`src/rtl/core/axis_mean_intensity_projection_macros.svh`:
```
// ----------------------------------------------------------------------------
// Assertion macros for the mean intensity projection block
// Short forms of the concurrent checks, sampled on clk and off during reset.
// ----------------------------------------------------------------------------
`ifndef AXIS_MEAN_INTENSITY_PROJECTION_MACROS_SVH
`define AXIS_MEAN_INTENSITY_PROJECTION_MACROS_SVH

// The condition must hold at every clock edge out of reset.
`define AMIP_ASSERT_ALWAYS(lbl, expr, msg) \
	lbl: assert property (@(posedge clk) disable iff (!arst_n) (expr)) else $error(msg);

// The consequent must hold in the cycle after the antecedent.
`define AMIP_ASSERT_NEXT(lbl, ante, cons, msg) \
	lbl: assert property (@(posedge clk) disable iff (!arst_n) (ante) |=> (cons)) \
		else $error(msg);

`endif

```
`src/rtl/core/amip_pkg.sv`:
```
// ----------------------------------------------------------------------------
// amip_pkg
// Shared constants, register codes and types of the projection block.
// ----------------------------------------------------------------------------
package amip_pkg;

	// Parameter defaults.
	localparam int MAX_DIM_DEF     = 256;
	localparam int SAMPLE_BITS_DEF = 16;

	// Configuration port geometry.
	localparam int CFG_INDEX_W = 3;
	localparam int CFG_DATA_W  = 9;
	localparam int SIZE_CFG_W  = 9;
	localparam int AXIS_W      = 2;

	// Register indexes on the configuration port.
	typedef enum logic [CFG_INDEX_W-1:0] {
		REG_AXIS_MODE = 3'd0,
		REG_SIZE_X    = 3'd1,
		REG_SIZE_Y    = 3'd2,
		REG_SIZE_Z    = 3'd3
	} cfg_reg_t;

	// Projection axis codes; the reserved code acts as the z axis.
	typedef enum logic [AXIS_W-1:0] {
		AXIS_X = 2'd0,
		AXIS_Y = 2'd1,
		AXIS_Z = 2'd2
	} axis_t;

	// Divider sequencer states.
	typedef enum logic [1:0] {
		DIV_IDLE,
		DIV_RUN,
		DIV_HOLD
	} div_state_t;

	// Control from the accumulator stage to the divider.
	typedef struct packed {
		logic start;
		logic image_done;
		logic take;
	} div_ctl_t;

	// Status from the divider.
	typedef struct packed {
		logic idle;
		logic valid;
		logic image_done;
	} div_stat_t;

endpackage

```
`src/rtl/core/amip_div.sv`:
```
// ----------------------------------------------------------------------------
// amip_div
// Restoring divider, one quotient bit per cycle, holding its result until taken.
// ----------------------------------------------------------------------------
module amip_div import amip_pkg::*; #(
	parameter int SUM_W = SAMPLE_BITS_DEF + 8,
	parameter int SZ_W  = 9,
	parameter int Q_W   = SAMPLE_BITS_DEF
) (
	input  logic             clk,
	input  logic             arst_n,
	input  div_ctl_t         ctl,
	input  logic [SUM_W-1:0] dividend,
	input  logic [SZ_W-1:0]  divisor,
	output div_stat_t        stat,
	output logic [Q_W-1:0]   quotient
);

	localparam int CNT_W = $clog2(SUM_W);

	div_state_t       state_q;
	div_state_t       state_d;
	logic [CNT_W-1:0] cnt_q;
	logic [SUM_W-1:0] dvd_q;
	logic [SZ_W-1:0]  rem_q;
	logic [SZ_W-1:0]  dsr_q;
	logic             done_q;
	logic [SZ_W:0]    rem_sh;
	logic             ge;
	logic [SZ_W:0]    rem_diff;

	// One restoring step: shift in the next dividend bit and try a subtract.
	always_comb begin
		rem_sh   = {rem_q, dvd_q[SUM_W-1]};
		ge       = (rem_sh >= {1'b0, dsr_q});
		rem_diff = rem_sh - {1'b0, dsr_q};
	end

	// State register.
	always_ff @(posedge clk or negedge arst_n) begin
		if (!arst_n) begin
			state_q <= DIV_IDLE;
		end else begin
			state_q <= state_d;
		end
	end

	// Next state and status.
	always_comb begin
		state_d         = state_q;
		stat.idle       = 1'b0;
		stat.valid      = 1'b0;
		stat.image_done = done_q;
		unique case (state_q)
			DIV_IDLE: begin
				stat.idle = 1'b1;
				if (ctl.start) begin
					state_d = DIV_RUN;
				end
			end
			DIV_RUN: begin
				if (cnt_q == '0) begin
					state_d = DIV_HOLD;
				end
			end
			DIV_HOLD: begin
				stat.valid = 1'b1;
				if (ctl.take) begin
					state_d = DIV_IDLE;
				end
			end
			default: begin
				state_d = DIV_IDLE;
			end
		endcase
	end

	// Datapath: the dividend register collects quotient bits from the bottom.
	always_ff @(posedge clk) begin
		if (state_q == DIV_IDLE && ctl.start) begin
			dvd_q  <= dividend;
			dsr_q  <= divisor;
			rem_q  <= '0;
			cnt_q  <= CNT_W'(SUM_W - 1);
			done_q <= ctl.image_done;
		end else if (state_q == DIV_RUN) begin
			dvd_q <= {dvd_q[SUM_W-2:0], ge};
			rem_q <= ge ? rem_diff[SZ_W-1:0] : rem_sh[SZ_W-1:0];
			cnt_q <= cnt_q - CNT_W'(1);
		end
	end

	// The mean never exceeds the sample range.
	assign quotient = dvd_q[Q_W-1:0];

endmodule

```
`config.mk`:
```
export PLATFORM = sky130hd
export DESIGN_NAME = amip_div
export DESIGN_NICKNAME = d
export VERILOG_FILES = /design/src/rtl/core/axis_mean_intensity_projection_macros.svh /design/src/rtl/core/amip_pkg.sv /design/src/rtl/core/amip_div.sv
export SDC_FILE = /design/constraint.sdc
export NUM_CORES = 1
export LEC_CHECK = 0
export BUFFER_PORTS_ARGS = -buffer_cell sky130_fd_sc_hd__buf_2
export CORE_UTILIZATION = 54
export DETAILED_ROUTE_END_ITERATION = 12
export PLACE_DENSITY = 0.76
export SYNTH_ARGS = -nofsm -noshare
export SYNTH_HDL_FRONTEND = slang
export SYNTH_SLANG_ARGS = --single-unit
```
`constraint.sdc`:
```
create_clock -name clk -period 2.8 [get_ports clk]
set_clock_uncertainty 0.2 [all_clocks]
set_input_delay 0 -clock clk [delete_from_list [all_inputs] [get_ports clk]]
set_output_delay 0 -clock clk [all_outputs]
set_load 0.05 [all_outputs]
```
==> reports/metrics.yaml, run 1 <==
detailed_routing:
  drt_wl_total_mm: 5.70
  drtAntennaViolNets: 0
  detail_route.iter0.violations: 146
  vias_per_cell: 5.22
  vias: 2061
  route.detailed.drc: 0
  firstDrtPassIters: 4
  wire_per_inst_um: 14.4
worst_setup_path:
  cp-end-kind: "flip-flop"
  worstPathBufferInverterCount: 2
  max_stage_delay_ns: 0.45
  crit_path_top_delay_cell: "a221oi_1"
  path_class: "flip-flop to flip-flop"
  crit_family: "compound AO/OA/AOI/OAI gates"
  critPathMaxFanout: 3
  cp_cell_sequence: "inv_1 -> ha_1 -> inv_1 -> fa_1 -> a21o_1 -> a221oi_1 -> o21ai_0 -> xnor2_1 -> o21ai_0"
  worst_setup_path_start_kind: "flip-flop"
  cp.required_ns: 2.80
  cp.arrival_ns: 2.45
timing:
  period_needed_ns: 2.45
  setup_viol: 0
  finalSetupTns_ns: 0
  fmax_mhz: 408
  rsz0062_at_grt: "no"
  relSlewSlack: 0.626
  maxSlewViolCount: 0
  finalCritPeriodShare: 0.875
  finalHoldViolCount: 0
  tightestPinTransition_ns: 0.557
yosys:
  syn-num-nets: 310
  avgSynthCellArea_sq_um: 10.0
  async_reset_ff_frac: 0.0400
  ys.flop_type: "edfxtp_1"
  synth-seq-cells: 50
  netlist_area_sq_um: 2610
  synth-edff-count: 34
  postSynthCellCount: 260
  yosysSeqAreaShare: 0.518
  ys_warn_count: 0
  yosysUniqueCellTypes: 44
cts:
  cts.clk_slew.worst_paths_ns: 0.10
  numCtsBuffers: 5
  clk_latency_ns: 0.30
  clock_sinks: 50
  cts_tree: "yes"
  cts-root-buf: "clkbuf_8"
  cts_buffer_depth: 2
  h-tree-depth: 2
place:
  dp.cells: 349
  portBuffers: 56
  dpl.hpwl_mm: 3.58
  gp_congestion: 0.857
  dpl_cell_area_sq_um: 2840
final_layout:
  synthToLayoutAreaGrowth_pct: 26.6
  layout.nets: 392
  finalNonFillerCells: 395
  design_area_sq_um: 3300
  n_antenna_cell: 0
  drive_above_1_share: 0.224
  post-route-util: 0.733
power_and_ir_drop:
  intPower_uw: 2230
  pwr-share-comb: 0.544
  finalPower_uw: 4080
  peakVddDrop_mv: 0.746
  pwr-share-clk: 0.104
  power.leakage_uw: 0.00153
  power_frac_seq: 0.352
  switching_share: 0.453
  powerDensity_nw_per_um2: 1230
  power.switching_uw: 1850
hold_path:
  min_path_type: "input pin to flip-flop"
job:
  maxCapViolations: 0
global_route:
  grt_pass1_vias: 2072
  gr-usage-all-layers: 0.239
  grt_max_degree: 27
  grt_first_pass_wirelength_mm: 9.26
  antenna_found_initial: 0
  overflow: 0
floorplan:
  die_area_sq_um: 5120
  pin_count: 57
  initial_core_util: 0.579
  design.core.area_sq_um: 4500
  fp-row-count: 24
  fp.dieH_um: 71.5
  die_w_um: 71.5
status:
  outcome: "finished, final reports clean"
[metal layers]
metal,wire (um),GRT usage,up-vias
met3,186,0.0520,9
met2,2950,0.420,58
met1,2450,0.288,962
met4,113,0.0937,0
met5,0,0,-
li1,-,-,1032
[power groups by stage]
stage | registers (uW) | clock network [uW] | logic [uW]
detailed placement | 1440 | 0 | 2160
global route | 1480 | 455 | 2410
global placement | 1440 | 0 | 2100
CTS | 1430 | 425 | 2210
floorplan | 1390 | 0 | 1910
finish | 1430 | 425 | 2220
[Yosys cell counts, drive strengths merged, types with 2 or more instances]
cell type / number / area, sq um
dfrtp: 2 / 50.1
xor2: 3 / 26.3
dfxtp: 14 / 280
and3: 3 / 18.8
a21oi: 5 / 28.8
xnor2: 6 / 52.6
a21o: 3 / 30.0
o21ai: 12 / 60.1
a32oi: 3 / 26.3
edfxtp: 34 / 1020
inv: 17 / 63.8
ha: 11 / 138
mux2i: 6 / 60.1
nor2: 5 / 18.8
nor2b: 2 / 12.5
nor4b: 2 / 17.5
clkbuf: 6 / 22.5
nand2: 84 / 315
nor3: 3 / 15.0
buf: 18 / 135
[through the flow]
stage,setup slack (ns),hold WS [ns]
2_1_floorplan,0.576,-0.496
3_3_place_gp,0.494,-0.414
3_5_place_dp,0.411,-0.414
4_1_cts,0.374,0.202
5_1_grt,0.186,0.210
6_report,0.350,0.202
[final timing paths]
kind,start,endpoint,slack (ns),cells past startpoint
max in group asynchronous,arst_n,state_q[0]$_DFFE_PN0P_,1.94,3
max reg2reg,dvd_q[23]$_DFFE_PP_,rem_q[8]$_SDFFE_PP0P_,0.35,9
min in group asynchronous,arst_n,state_q[1]$_DFFE_PN0P_,0.34,3
max,dvd_q[23]$_DFFE_PP_,rem_q[8]$_SDFFE_PP0P_,0.35,9
min reg2reg,rem_q[4]$_SDFFE_PP0P_,rem_q[4]$_SDFFE_PP0P_,0.30,2
min,ctl[1],done_q$_DFFE_PP_,0.20,2
[area by class of cell]
| class | count | area (sq um) |
|---|---|---|
| Clock buffer | 6 | 72.6 |
| Fill cell | 321 | 1200 |
| Tap cell | 52 | 65.1 |
| Sequential cell | 50 | 1350 |
| Timing Repair Buffer | 99 | 698 |
| Inverter | 18 | 67.6 |
| Clock inverter | 2 | 15.0 |
| Multi-Input combinational cell | 168 | 1030 |
[state kept, by name (all words and copies together), names as in the netlist]
name / cells
state_q: 2
rem_q: 9
dvd_q: 24
dsr_q: 9
cnt_q: 5
done_q: 1
[cell families (layout without fill, tap and decap cells)]
group / count (synthesis) / count (layout) / synth area share
AO/OA/AOI/OAI: 34 / 34 / 0.107
XOR/XNOR: 9 / 9 / 0.0302
adder cells (fa/ha/maj): 12 / 12 / 0.0604
buffers and inverters: 42 / 125 / 0.0863
flip-flops: 50 / 50 / 0.518
multiplexers: 7 / 7 / 0.0273
AND/OR/NAND/NOR: 106 / 106 / 0.171
[cells in the final DEF (no fill, tap or decap), types with 6 or more instances in the layout]
| cell | instances |
|---|---|
| ha_1 | 11 |
| dfxtp_1 | 14 |
| mux2i_1 | 6 |
| dlygate4sd3_1 | 38 |
| o21ai_0 | 11 |
| inv_1 | 17 |
| nand2_1 | 84 |
| edfxtp_1 | 34 |
| xnor2_1 | 6 |
| buf_2 | 56 |
[repair_timing]
action	4_1_cts	5_1_grt
gates resized for setup	0	0
hold endpoints to repair	40	0
hold buffers	38	0
buffers inserted	0	0
(Power assumes the default switching activity.)
==> run 2: changes to the inputs <==
--- a/config.mk
+++ b/config.mk
@@ -6,9 +6,11 @@
 export NUM_CORES = 1
 export LEC_CHECK = 0
 export BUFFER_PORTS_ARGS = -buffer_cell sky130_fd_sc_hd__buf_2
-export CORE_UTILIZATION = 54
+export CORE_UTILIZATION = 55
+export CTS_BUF_LIST = sky130_fd_sc_hd__clkbuf_2 sky130_fd_sc_hd__clkbuf_4 sky130_fd_sc_hd__clkbuf_8
 export DETAILED_ROUTE_END_ITERATION = 12
-export PLACE_DENSITY = 0.76
+export HOLD_SLACK_MARGIN = 0.02
+export PLACE_DENSITY = 0.78
 export SYNTH_ARGS = -nofsm -noshare
 export SYNTH_HDL_FRONTEND = slang
 export SYNTH_SLANG_ARGS = --single-unit
==> reports/metrics.yaml, run 2 (same netlist as run 1, synthesis figures left out) <==
final_layout:
  largest_reg_flops: 24  # unchanged
  top_regs: "dvd_q x24, dsr_q x9, rem_q x9"  # unchanged
  most-common-layout-cells: "nand2_1 (84), buf_2 (56), dlygate4sd3_1 (38), edfxtp_1 (34), inv_1 (17)"  # unchanged
  layout.nets: 391  # was 392
  regArea_sq_um: 1350  # unchanged
  design_area_sq_um: 3290  # was 3300 sq um
  n_antenna_cell: 0  # unchanged
  multi_input_area_sq_um: 1030  # unchanged
  top_register: "dvd_q"  # unchanged
  drive_above_1_share: 0.225  # was 0.224
  synthToLayoutAreaGrowth_pct: 26.2  # was 26.6%
  final.fill_count: 297  # was 321
  layout_commonest_cell: "nand2_1"  # unchanged
floorplan:
  die_area_sq_um: 5020  # was 5120 sq um
  initial_core_util: 0.587  # was 0.579
  die_w_um: 70.9  # was 71.5 um
  pin_count: 57  # unchanged
  fp-row-count: 24  # unchanged
  fp.dieH_um: 70.9  # was 71.5 um
  design.core.area_sq_um: 4440  # was 4500 sq um
detailed_routing:
  vias: 2037  # was 2061
  firstDrtPassIters: 6  # was 4
  detail_route.iter0.violations: 176  # was 146
  vias_per_cell: 5.17  # was 5.22
  wire_per_inst_um: 14.2  # was 14.4 um
  drt_wl_total_mm: 5.58  # was 5.70 mm
  route.detailed.drc: 0  # unchanged
  drtAntennaViolNets: 0  # unchanged
cts:
  cts_resized: 0  # unchanged
  clk_latency_ns: 0.31  # was 0.30 ns
  cts.clk_slew.worst_paths_ns: 0.09  # was 0.10 ns
  h-tree-depth: 2  # unchanged
  post_cts_buffers: 0  # unchanged
  ctsHoldBuffers: 38  # unchanged
  cts_buffer_depth: 2  # unchanged
  clock_sinks: 50  # unchanged
  cts_tree: "yes"  # unchanged
  numCtsBuffers: 5  # unchanged
  cts-root-buf: "clkbuf_8"  # unchanged
job:
  maxCapViolations: 0  # unchanged
timing:
  period_needed_ns: 2.40  # was 2.45 ns
  tightestPinTransition_ns: 0.455  # was 0.557 ns
  rsz0062_at_grt: "no"  # unchanged
  fmax_mhz: 416  # was 408 MHz
  relSlewSlack: 0.697  # was 0.626
  finalCritPeriodShare: 0.858  # was 0.875
  finalHoldViolCount: 0  # unchanged
  setup_viol: 0  # unchanged
  maxSlewViolCount: 0  # unchanged
  finalSetupTns_ns: 0  # unchanged
place:
  gp_congestion: 0.808  # was 0.857
  dpl_cell_area_sq_um: 2830  # was 2840 sq um
  dpl.hpwl_mm: 3.47  # was 3.58 mm
  portBuffers: 56  # unchanged
worst_setup_path:
  critPathMaxFanout: 7  # was 3
  worst_setup_path_start_kind: "flip-flop"  # unchanged
  rr_worst_depth: 9  # unchanged
  path_class: "flip-flop to flip-flop"  # unchanged
  cp-end-kind: "flip-flop"  # unchanged
  cp.arrival_ns: 2.39  # was 2.45 ns
  r2r_slack_ns: 0.40  # was 0.35 ns
  cp.required_ns: 2.79  # was 2.80 ns
global_route:
  antenna_found_initial: 0  # unchanged
  grt_max_degree: 27  # unchanged
  grt_first_pass_wirelength_mm: 9.07  # was 9.26 mm
  grt_pass1_vias: 1975  # was 2072
  overflow: 0  # unchanged
  gr-usage-all-layers: 0.239  # about the same
hold_path:
  min_path_type: "input pin to flip-flop"  # unchanged
  hold_path_depth: 2  # unchanged
power_and_ir_drop:
  power.leakage_uw: 0.00154  # was 0.00153 uW
  powerDensity_nw_per_um2: 1240  # was 1230 nW/um^2
  finalPower_uw: 4080  # about the same
  peakVddDrop_mv: 0.658  # was 0.746 mV
status:
  outcome: "finished, final reports clean"  # unchanged
==> run 2: cell count changes in the layout (fill, tap and decap cells not counted), sizes merged <==
| cell | previous run | this run |
|---|---|---|
| buf | 61 | 60 |
| clkinv | 1 | 3 |
| clkinvlp | 2 | 0 |
==> run 2: final timing paths <==
kind | start | end
hold reg to reg | rem_q[2]$_SDFFE_PP0P_ | rem_q[2]$_SDFFE_PP0P_
hold / removal | divisor[4] | dsr_q[4]$_DFFE_PP_
setup reg to reg | dvd_q[23]$_DFFE_PP_ | rem_q[6]$_SDFFE_PP0P_
min in group asynchronous | arst_n | state_q[0]$_DFFE_PN0P_
setup / recovery | dvd_q[23]$_DFFE_PP_ | rem_q[6]$_SDFFE_PP0P_
max in group asynchronous | arst_n | state_q[1]$_DFFE_PN0P_
==> run 2: worst max-delay path, stage by stage (launching register included) <==
cell and delay, ns:
edfxtp_1 0.36, inv_1 0.08, ha_1 0.15, inv_1 0.05, fa_1 0.41, a21o_1 0.24
o21ai_1 0.29, a31oi_4 0.21, mux2i_1 0.23, o21ai_0 0.09
==> run 2: through the flow <==
stage          utilization  hold slack [ns]  setup slack [ns]  cells
4_1_cts              0.741            0.193             0.404    394
5_1_grt              0.741            0.196             0.225    394
3_3_place_gp         0.636           -0.414             0.488    348
2_1_floorplan            -           -0.496             0.576    260
3_5_place_dp         0.636           -0.412             0.419    348
6_report             0.741            0.203             0.397    394
==> run 2: power by group <==
| group | switching, uW | internal (uW) |
|---|---|---|
| Combinational | 1420 | 817 |
| Clock | 234 | 183 |
| Sequential | 196 | 1240 |
| Total | 1850 | 2240 |
==> run 2: cell type report <==
type | instances | share of cell area
Sequential cell | 50 | 0.410
Multi-Input combinational cell | 168 | 0.314
Clock buffer | 6 | 0.0232
Clock inverter | 2 | 0.00304
Inverter | 18 | 0.0205
Tap cell | 52 | 0.0197
Timing Repair Buffer | 98 | 0.210
==> run 2: per-layer routing <==
metal  global-route usage  part of all wire  up-vias
met5                    0                 0        -
li1                     -                 -     1028
met2                0.409              0.51       58
met3               0.0584             0.048        6
met4                0.104             0.015        0
met1                0.287              0.43      945
==> run 3: changes to the inputs <==
--- a/config.mk
+++ b/config.mk
@@ -5,12 +5,13 @@
 export SDC_FILE = /design/constraint.sdc
 export NUM_CORES = 1
 export LEC_CHECK = 0
+export ABC_AREA = 1
 export BUFFER_PORTS_ARGS = -buffer_cell sky130_fd_sc_hd__buf_2
 export CORE_UTILIZATION = 55
 export CTS_BUF_LIST = sky130_fd_sc_hd__clkbuf_2 sky130_fd_sc_hd__clkbuf_4 sky130_fd_sc_hd__clkbuf_8
 export DETAILED_ROUTE_END_ITERATION = 12
 export HOLD_SLACK_MARGIN = 0.02
-export PLACE_DENSITY = 0.78
+export PLACE_DENSITY = 0.77
 export SYNTH_ARGS = -nofsm -noshare
 export SYNTH_HDL_FRONTEND = slang
 export SYNTH_SLANG_ARGS = --single-unit
==> reports/metrics.yaml, run 3 <==
detailed_routing:
  drt_wl_total_mm: 5.97  # was 5.58 mm
  firstDrtPassIters: 4  # was 6
  wire_per_inst_um: 12.6  # was 14.2 um
  drtAntennaViolNets: 0  # unchanged
  route.detailed.drc: 0  # unchanged
  vias_per_cell: 4.82  # was 5.17
  detail_route.iter0.violations: 160  # was 176
  vias: 2273  # was 2037
place:
  dpl_cell_area_sq_um: 2950  # was 2830 sq um
  portBuffers: 56  # unchanged
  dpl.hpwl_mm: 3.74  # was 3.47 mm
  gp_congestion: 0.899  # was 0.808
yosys:
  synth_area_leaders: "edfxtp_1 (37%), nand2_1 (18%), dfxtp_1 (10%), inv_1 (5.1%), ha_1 (5.0%)"  # was edfxtp_1 (39%), nand2_1 (12%), dfxtp_1 (11%), ha_1 (5.3%), buf_4 (5.2%)
  yosysSeqAreaShare: 0.492  # was 0.518
  synth_top_area_frac: 0.372  # was 0.391
  yosys-top-cells-count: "nand2_1 (132), inv_1 (37), edfxtp_1 (34), nand3_1 (25), buf_4 (18)"  # was nand2_1 (84), edfxtp_1 (34), buf_4 (18), inv_1 (17), dfxtp_1 (14)
  ys_warn_count: 0  # unchanged
  synth-edff-count: 34  # unchanged
  yosysUniqueCellTypes: 30  # was 44
  ys.flop_type: "edfxtp_1"  # unchanged
  synth-seq-cells: 50  # unchanged
  async_reset_ff_frac: 0.0400  # unchanged
  post-synth-top-count-cell: "nand2_1"  # unchanged
  synth_largest_area_cell: "edfxtp_1"  # unchanged
  avgSynthCellArea_sq_um: 8.40  # was 10.0 sq um
  netlist_area_sq_um: 2750  # was 2610 sq um
  syn-num-nets: 377  # was 310
  postSynthCellCount: 327  # was 260
hold_path:
  min_path_type: "input pin to flip-flop"  # unchanged
  hold_path_depth: 2  # unchanged
  hold_end: "dsr_q[2]$_DFFE_PP_"  # was dsr_q[4]$_DFFE_PP_
  hp-start: "divisor[2]"  # was divisor[4]
worst_setup_path:
  path_class: "flip-flop to flip-flop"  # unchanged
  critPathMaxFanout: 12  # was 7
  cp.arrival_ns: 2.23  # was 2.39 ns
  r2r-end: "rem_q[2]$_SDFFE_PP0P_"  # was rem_q[6]$_SDFFE_PP0P_
  rr_worst_depth: 11  # was 9
  r2r_slack_ns: 0.61  # was 0.40 ns
  cp-end-kind: "flip-flop"  # unchanged
  cp_cell_sequence: "inv_1 -> ha_1 -> inv_1 -> fa_1 -> nand2_1 -> nand3_2 -> nand2_2 -> nand2_2 -> nand2_1 -> nand3_1 -> o21ai_1"  # was inv_1 -> ha_1 -> inv_1 -> fa_1 -> a21o_1 -> o21ai_1 -> a31oi_4 -> mux2i_1 -> o21ai_0
  worst_setup_path_start_kind: "flip-flop"  # unchanged
  timing.rr.start: "dvd_q[23]$_DFFE_PP_"  # unchanged
  crit_path_top_delay_cell: "fa_1"  # unchanged
  max_stage_delay_ns: 0.42  # was 0.41 ns
  cp.required_ns: 2.84  # was 2.79 ns
final_layout:
  design_area_sq_um: 3430  # was 3290 sq um
  synthToLayoutAreaGrowth_pct: 25.0  # was 26.2%
  n_antenna_cell: 0  # unchanged
  most-common-layout-cells: "nand2_1 (132), buf_2 (56), dlygate4sd3_1 (38), inv_1 (37), edfxtp_1 (34)"  # was nand2_1 (84), buf_2 (56), dlygate4sd3_1 (38), edfxtp_1 (34), inv_1 (17)
  drive_above_1_share: 0.188  # was 0.225
  layout.nets: 455  # was 391
  top_regs: "dvd_q x24, dsr_q x9, rem_q x9"  # unchanged
  top_register: "dvd_q"  # unchanged
  layout_commonest_cell: "nand2_1"  # unchanged
  largest_reg_flops: 24  # unchanged
cts:
  numCtsBuffers: 5  # unchanged
  cts_resized: 0  # unchanged
  h-tree-depth: 2  # unchanged
  cts_tree: "yes"  # unchanged
  clock_sinks: 50  # unchanged
  cts_buffer_depth: 2  # unchanged
  cts.clk_slew.worst_paths_ns: 0.09  # about the same
  cts-root-buf: "clkbuf_8"  # unchanged
  clk_latency_ns: 0.31  # about the same
status:
  outcome: "finished, final reports clean"  # unchanged
power_and_ir_drop:
  intPower_uw: 2240  # about the same
  pwr-share-comb: 0.547  # about the same
  peakVddDrop_mv: 0.918  # was 0.658 mV
  pwr-share-clk: 0.119  # was 0.102
  power_frac_seq: 0.334  # was 0.351
  power.leakage_uw: 0.00173  # was 0.00154 uW
  powerDensity_nw_per_um2: 1230  # was 1240 nW/um^2
  power.switching_uw: 1990  # was 1850 uW
  switching_share: 0.470  # was 0.452
global_route:
  gr-usage-all-layers: 0.245  # was 0.239
  grt_first_pass_wirelength_mm: 9.72  # was 9.07 mm
  grt_pass1_vias: 2170  # was 1975
  antenna_found_initial: 0  # unchanged
  overflow: 0  # unchanged
  grt_max_degree: 36  # was 27
timing:
  relSlewSlack: 0.692  # was 0.697
  whs_ns: 0.199  # was 0.203 ns
  finalHoldViolCount: 0  # unchanged
  finalCritPeriodShare: 0.781  # was 0.858
  rsz0062_at_grt: "no"  # unchanged
  fmax_mhz: 457  # was 416 MHz
  maxSlewViolCount: 0  # unchanged
  finalSetupTns_ns: 0  # unchanged
  setup_viol: 0  # unchanged
  period_needed_ns: 2.19  # was 2.40 ns
  tightestPinTransition_ns: 0.461  # was 0.455 ns
floorplan:
  die_area_sq_um: 5280  # was 5020 sq um
  die_w_um: 72.7  # was 70.9 um
  fp.dieH_um: 72.7  # was 70.9 um
  design.core.area_sq_um: 4750  # was 4440 sq um
  pin_count: 57  # unchanged
  fp-row-count: 25  # was 24
  initial_core_util: 0.578  # was 0.587
job:
  maxCapViolations: 0  # unchanged
==> run 3: cell count changes in the layout (fill, tap and decap cells not counted), sizes merged, moves of 3 or more <==
cell   delta
o21ai     -6
inv      +21
a32oi     -3
nand4     +3
nor2      +9
a21o      -3
nand2    +51
xnor2     -3
and3      -3
mux2i     -6
nand3    +26
==> run 3: cells by family (layout without fill, tap and decap cells) <==
logic type	after synthesis	in the layout	synth area share
and+or+nand+nor	182	182	0.278
buffers and inverters	65	143	0.131
AOI/OAI and AO/OA	14	14	0.0287
adders and majority gates	12	12	0.0574
DFF	50	50	0.492
xor gates and xnor gates	4	4	0.0128
==> run 3: worst max-delay path: cells and delay by family, from the launching register on <==
| kind | cells | cell delay (ns) |
|---|---|---|
| AOI/OAI and AO/OA | 1 | 0.09 |
| adders and majority gates | 2 | 0.57 |
| buffers and inverters | 2 | 0.16 |
| DFF | 1 | 0.38 |
| and+or+nand+nor | 6 | 0.72 |
==> run 3: final cells by class <==
type,instances,area [sq um]
Tap cell,67,83.8
Multi-Input combinational cell,212,1030
Clock inverter,2,38.8
Fill cell,369,1320
Sequential cell,50,1350
Clock buffer,5,68.8
Inverter,39,173
Timing Repair Buffer,97,683
==> run 3: metrics by stage <==
step	util	worst slack, ns	power (uW)	std cells
after floorplan	-	0.862	3370	327
after global placement	0.619	0.750	3610	427
after detailed placement	0.619	0.650	3650	427
after CTS	0.722	0.606	4210	472
after global routing	0.722	0.386	4550	472
final	0.722	0.612	4230	472
==> run 3: power groups by stage <==
stage,clock network (uW),logic [uW],registers [uW]
after floorplan,0,1990,1380
after global placement,0,2200,1410
after detailed placement,0,2230,1420
after CTS,507,2300,1410
after global routing,539,2550,1450
final,501,2310,1410
==> run 3: worst max path at each step <==
stage | end | slack, ns | startpoint
6_report | rem_q[2]$_SDFFE_PP0P_ | 0.61 | dvd_q[23]$_DFFE_PP_
2_1_floorplan | rem_q[0]$_SDFFE_PP0P_ | 0.86 | dvd_q[23]$_DFFE_PP_
4_1_cts | rem_q[2]$_SDFFE_PP0P_ | 0.61 | dvd_q[23]$_DFFE_PP_
5_1_grt | rem_q[2]$_SDFFE_PP0P_ | 0.39 | dvd_q[23]$_DFFE_PP_
3_5_place_dp | rem_q[3]$_SDFFE_PP0P_ | 0.65 | dvd_q[23]$_DFFE_PP_
3_3_place_gp | rem_q[4]$_SDFFE_PP0P_ | 0.75 | dvd_q[23]$_DFFE_PP_
==> run 3: per-layer routing <==
| layer | vias to the layer above | wire length [um] | global-route usage |
|---|---|---|---|
| li1 | 1172 | - | - |
| met1 | 1027 | 2610 | 0.319 |
| met2 | 64 | 2900 | 0.402 |
| met3 | 10 | 365 | 0.0525 |
| met4 | 0 | 93 | 0.0959 |
| met5 | - | 0 | 0 |
==> run 3: what timing repair did <==
item | 4_1_cts | 5_1_grt
endpoints found under the hold margin | 47 | 0
hold buffers | 38 | 0
setup buffers | 0 | 0
